File: src/design/cartridge_bank_controller_assert.svh
// Assertion macros used by the cartridge bank controller datapath.
`ifndef CARTRIDGE_BANK_CONTROLLER_ASSERT_SVH
`define CARTRIDGE_BANK_CONTROLLER_ASSERT_SVH

// Whenever the antecedent holds, the consequent must hold in the same cycle.
`define CBC_ASSERT_IMP(label, clk, rst_n, ante, cons) \
	label: assert property (@(posedge clk) disable iff (!rst_n) (ante) |-> (cons)) \
		else $error("cartridge bank controller check failed");

// The expression must never be true.
`define CBC_ASSERT_NEVER(label, clk, rst_n, expr) \
	label: assert property (@(posedge clk) disable iff (!rst_n) !(expr)) \
		else $error("cartridge bank controller check failed");

`endif

File: src/design/cbc_pkg.sv
// Shared types and constants of the cartridge bank controller.
`timescale 1ns / 1ps
package cbc_pkg;

	// Field widths.
	localparam int ADDR_W     = 16;
	localparam int BYTE_W     = 8;
	localparam int ROM_ADDR_W = 21;
	localparam int BANK_W     = 7;
	localparam int LOW_BANK_W = 5;
	localparam int OFFSET_W   = 14;
	localparam int RAM_OFS_W  = 13;

	// Configuration register indexes.
	localparam logic [1:0] CFG_ROM_BANK_COUNT = 2'd0;
	localparam logic [1:0] CFG_RAM_BANK_COUNT = 2'd1;
	localparam logic [1:0] CFG_MULTICART      = 2'd2;

	// Control register regions, address bits 14:13 below 0x8000.
	localparam logic [1:0] REG_RAM_ENABLE = 2'b00;
	localparam logic [1:0] REG_ROM_BANK   = 2'b01;
	localparam logic [1:0] REG_UPPER_BANK = 2'b10;
	localparam logic [1:0] REG_MODE       = 2'b11;

	// Address bits 15:13 of the RAM window.
	localparam logic [2:0] RAM_WINDOW = 3'b101;

	// Low nibble that enables RAM.
	localparam logic [3:0] RAM_ENABLE_KEY = 4'hA;

	// Access kinds.
	localparam logic KIND_READ  = 1'b0;
	localparam logic KIND_WRITE = 1'b1;

	// Commands from the controller to the datapath.
	typedef struct packed {
		logic capture;
		logic exec;
		logic clear;
		logic load;
	} cmd_t;

	// Status from the datapath to the controller.
	typedef struct packed {
		logic clear_last;
		logic rom_rd;
		logic ram_rd;
		logic div_busy;
		logic out_free;
	} status_t;

endpackage

File: src/design/cbc_ctrl.sv
// Controller state machine of the cartridge bank controller.
`timescale 1ns / 1ps
module cbc_ctrl (
	input  logic            clk,
	input  logic            arst_n,
	input  logic            s_tvalid,
	output logic            s_tready,
	input  cbc_pkg::status_t st,
	output cbc_pkg::cmd_t    cmd
);

	localparam logic [2:0] ST_CLEAR = 3'd0;
	localparam logic [2:0] ST_IDLE  = 3'd1;
	localparam logic [2:0] ST_DEC   = 3'd2;
	localparam logic [2:0] ST_DIV   = 3'd3;
	localparam logic [2:0] ST_LOAD  = 3'd4;

	logic [2:0] state_q;
	logic [2:0] state_d;

	// Next state and commands.
	always_comb begin
		state_d     = state_q;
		cmd.capture = 1'b0;
		cmd.exec    = 1'b0;
		cmd.clear   = 1'b0;
		cmd.load    = 1'b0;
		case (state_q)
			ST_CLEAR: begin
				cmd.clear = 1'b1;
				if (st.clear_last) begin
					state_d = ST_IDLE;
				end
			end
			ST_IDLE: begin
				if (s_tvalid) begin
					cmd.capture = 1'b1;
					state_d     = ST_DEC;
				end
			end
			ST_DEC: begin
				cmd.exec = 1'b1;
				if (st.rom_rd) begin
					state_d = ST_DIV;
				end else if (st.ram_rd) begin
					state_d = ST_LOAD;
				end else begin
					state_d = ST_IDLE;
				end
			end
			ST_DIV: begin
				if (!st.div_busy) begin
					state_d = ST_LOAD;
				end
			end
			ST_LOAD: begin
				if (st.out_free) begin
					cmd.load = 1'b1;
					state_d  = ST_IDLE;
				end
			end
			default: begin
				state_d = ST_IDLE;
			end
		endcase
	end

	// State register; reset starts the RAM clearing pass.
	always_ff @(posedge clk or negedge arst_n) begin
		if (!arst_n) begin
			state_q <= ST_CLEAR;
		end else begin
			state_q <= state_d;
		end
	end

	assign s_tready = (state_q == ST_IDLE);

endmodule

File: config.mk
export PLATFORM = sky130hd
export DESIGN_NAME = cbc_ctrl
export DESIGN_NICKNAME = d
export VERILOG_FILES = /design/src/design/cartridge_bank_controller_assert.svh /design/src/design/cbc_pkg.sv /design/src/design/cbc_ctrl.sv
export SDC_FILE = /design/constraint.sdc
export NUM_CORES = 1
export LEC_CHECK = 0
export ABC_AREA = 0
export BUFFER_PORTS_ARGS = -buffer_cell sky130_fd_sc_hd__buf_2
export CORE_AREA = 2 2 39 41
export CTS_CLUSTER_SIZE = 40
export DETAILED_ROUTE_END_ITERATION = 10
export DIE_AREA = 0 0 41 43
export PLACE_DENSITY = 0.44
export SYNTH_ARGS = -nofsm -noshare
export SYNTH_HDL_FRONTEND = slang
export SYNTH_SLANG_ARGS = --single-unit
File: constraint.sdc
create_clock -name clk -period 1.4 [get_ports clk]
set_clock_uncertainty 0.2 [all_clocks]
set_input_delay 0 -clock clk [delete_from_list [all_inputs] [get_ports clk]]
set_output_delay 0 -clock clk [all_outputs]
set_load 0.005 [all_outputs]
---- Word-level counts from Yosys, hierarchy flattened ----
Index checks and enable logic that the tools add are counted.
cells by class
  reductions and logical operators ........ 2
  multiplexer cells ....................... 13
  equality and inequality tests ........... 8
operators with widths
  kind                number
  $mux 3              6
  $pmux 3 s5          1
  $ne 2x2->1 const B  4
  $eq 3x2->1 const B  2
  $mux 1              6
  $reduce_and 4->1    1
  $eq 3x1->1 const B  1
  $eq 3x3->1 const B  1
  $logic_not 3->1     1
storage, ports and cells
  output and inout bits ................... 5
  logic and storage cells ................. 24
  register bits ........................... 3
  input bits .............................. 8

---- Longest topological paths before layout ----
  depth in word-level cells ............... 3
  mapped depth ............................ 4

---- Worst setup path after synthesis ----
Ideal clock, no wire load.
  path kind ............................... flip-flop to flip-flop
  start ................................... register state_q[2]
  end ..................................... register state_q[0]
  required time ........................... 1080 ps
  stages on the path, launching flop included .. 4
  buffers on the path ..................... 1
  slack ................................... -11 ps
  clock period less this slack ............ 1411 ps
  data arrival time ....................... 1091 ps
  path through ............................ dfrtp_1 -> buf_6 -> or4_1 -> o211a_1
between the ends
  cells in the longest elaborated chain, start to end .. 3
  elaborated cells on any way between the ends .. 11
  those cells by class .................... eq/ne: 8; mux: 1; reduce/logical: 2
RTL lines
  element                             line            text
  start: declaration                  cbc_ctrl.sv:18  logic [2:0] state_q;
  start signal: assignment            cbc_ctrl.sv:73  state_q <= state_d;
  $eq 3x2->1 (tied with other cells)  cbc_ctrl.sv:28  case (state_q)
  $ne 2x2->1 (no line)                -
  $reduce_and 4->1 (no line)          -
Parallel ways exist; a longest one is shown, timed or not.
A chain may end at the register's enable or synchronous reset.

---- Final worst setup path ----
  start ................................... register state_q[0]
  end ..................................... register state_q[0]
Same word-level chain as after synthesis.

==> flow_summary.toml <==
[outcome]
outcome = "finished, final reports clean"

[route]
drtAntennaViolNets = 0
finalWirelength_um = 609
dr.first_iter.drc_count = 3
routedWlPerCell_um = 9.227
vias_per_cell = 4.091
drc = 0
vias = 270
first_pass_iters = 4

[power_and_ir_drop]
p_comb_share_pct = 60.4
switchingPower_mw = 0.2729
p_sw_share_pct = 35.51
p_total_mw = 0.7686
p_int_mw = 0.4957
share_seq_of_total_power_pct = 20.3
ir_worst_vdd_v = 0.0005973
powerDensity_mw_per_mm2 = 1812
p_clk_share_pct = 19.3
p_leak_nw = 0.2023

[cts]
cts_tree = "built"
clockRootBuffer = "clkbuf_4"
clk_pin_slew_worst_paths_ns = 0.04
clock_path_buffers = 2
clock_latency_ns = 0.23
cts_made_buffers = 3
h-tree-depth = 1
cts_sinks = 3

[critical_path]
r2r_start = "state_q[0]$_DFFE_PN0P_"
critPathKind = "reg -> reg"
crit_fanout = 3
crit_path_cell_trace = "nor2b_1, or4_1, o211a_1"
critPathMaxStageDelay_ns = 0.52
arrival_ns = 1.29
critPathSlowestCell = "or4_1"
cp.required_ns = 1.32
start_kind = "flop"
endpoint_kind = "flop"
crit_path_start = "state_q[0]$_DFFE_PN0P_"

[logic_synthesis]
syn_nets = 34
seq_area_frac_synth_pct = 34.29
ys_seq_elements = 3
synth_warnings = 0
syn_avg_cell_area_um2 = 8.422
yosysUniqueCellTypes = 13
syn_area_um2 = 219.0
synthCells = 26

[floorplan]
row_count = 14
ioPinCount = 13
initial_utilization_pct = 15.82
fp.dieH_um = 43
core_mm2 = 0.001384
die_width_um = 41
dieArea_mm2 = 0.001763

[timing]
slew_viol_final = 0
setup_viol = 0
rsz0062_at_grt = "true"
worstMarginPinSlew_ns = 0.1894
max_clock_freq_mhz = 725.6
finalCriticalPeriod_ns = 1.378
fin_crit_sh_pct = 98.44
slew_headroom_pct = 87.35
hold_viol_final = 0

[global_route]
track_usage_pct = 9.146
antenna_found_initial = 0
gr-total-overflow = 0
grt_pass1_wl_mm = 1.083
grt_max_degree = 10
grt_pass1_vias = 290

[run]
drv_cap = 0

[finish]
utilization_pct = 30.65
antennaDiodeCount = 0
fin_cells = 66
largest_reg_flops = 3
largest_register = "state_q"
finalNetCount = 59
finalInstanceArea_um2 = 424.2
area_growth_syn_to_layout_pct = 93.71
final_layout_size_suffix_gt1_share_pct = 46.00
largestRegisters = "state_q: 3 flops"

[worst_hold_path]
hold_class = "in -> reg"
hold_start = "st[4]"

[placed_design]
port_buffers = 12
place_area_um2 = 307.8
dp_cells = 55
place_congestion = 0.6628
dp_hpwl_um = 445.1
==> cell type report <==
type | count | area, um^2
Timing Repair Buffer | 23 | 165.2
Sequential cell | 3 | 75.07
Clock buffer | 4 | 26.28
Multi-Input combinational cell | 20 | 137.6
Fill cell | 150 | 959.7
Tap cell | 16 | 20.02
==> kinds of logic after synthesis <==
family	Yosys count	synth area share [%]
compound gates	5	14.86
flops	3	34.28
mux	1	4.572
buf+inv	3	9.714
simple gates	14	36.57
==> per-layer routing <==
layer	track usage, %	wire [um]	up-vias
met4	8.000	0	0
li1	-	-	142
met2	12.50	277	11
met5	0	0	-
met3	2.094	52	0
met1	11.29	279	117
==> timing repair <==
action	in CTS	in global routing
setup endpoints to repair	3	6
setup buffers	0	1
pin swaps	1	1
hold endpoints to repair	6	0
resized for setup	3	3
hold buffers	6	0
==> worst paths after layout <==
path	to	slack, ns	cells after the start
worst max-delay path	state_q[0]$_DFFE_PN0P_	0.02	3
worst min-delay path	state_q[0]$_DFFE_PN0P_	0.03	4
worst max register to register	state_q[0]$_DFFE_PN0P_	0.02	3
min in group asynchronous	state_q[1]$_DFFE_PN0P_	0.44	3
worst min register to register	state_q[1]$_DFFE_PN0P_	0.41	2
max in group asynchronous	state_q[2]$_DFFE_PN0P_	0.42	3
==> per-stage QoR <==
stage | setup WS, ns | setup TNS (ns) | hold slack (ns)
floorplan | 0.006382 | 0 | -0.4956
global placement | 0.01828 | 0 | -0.3999
detailed placement | -0.001378 | -0.001378 | -0.4024
CTS | 0.01019 | 0 | 0.02268
global route | -0.02154 | -0.07087 | 0.04027
finish | 0.02188 | 0 | 0.03179
==> synth_stat cells (all sizes together) <==
master  n  share of area, %
o21ai   2               4.6
buf     3               9.7
or4     1               3.4
nand2   3               5.1
a21oi   1               2.3
nor2b   3               8.6
a211oi  1               3.4
nor3b   3                10
mux2i   1               4.6
o211a   1               4.6
nor3    4               9.1
dfrtp   3                34
==> cell usage in the layout (no fill, tap or decap) <==
cell type	synthesis	layout
nor3b_2	0	2
buf_4	0	3
dlygate4sd3_1	0	6
nor3b_1	3	1
mux2i_1	1	1
clkbuf_1	0	1
dfrtp_1	3	3
buf_6	1	2
buf_2	2	12
nor3_2	0	1
a211oi_1	1	1
nand2_1	3	3
o211a_1	1	1
clkbuf_4	0	3
o21ai_0	2	1
a21oi_1	1	1
or4_1	1	1
nor2b_1	3	3
nor3_1	4	3
o21ai_1	0	1
==> critical path: cells and delay by family (launching register included) <==
kind / cells / cell delay, ns
AND/OR/NAND/NOR: 2 / 0.58
flip-flops: 1 / 0.37
AO/OA/AOI/OAI: 1 / 0.12
==> power by group through the flow <==
stage	Sequential, mW	Clock, mW	Combinational (mW)
after floorplan	0.146	0	0.275
after global placement	0.152	0	0.389
after detailed placement	0.155	0	0.390
after CTS	0.158	0.156	0.429
after global routing	0.162	0.169	0.516
final	0.156	0.148	0.464
No activity file was read; power rests on OpenSTA's default activity.
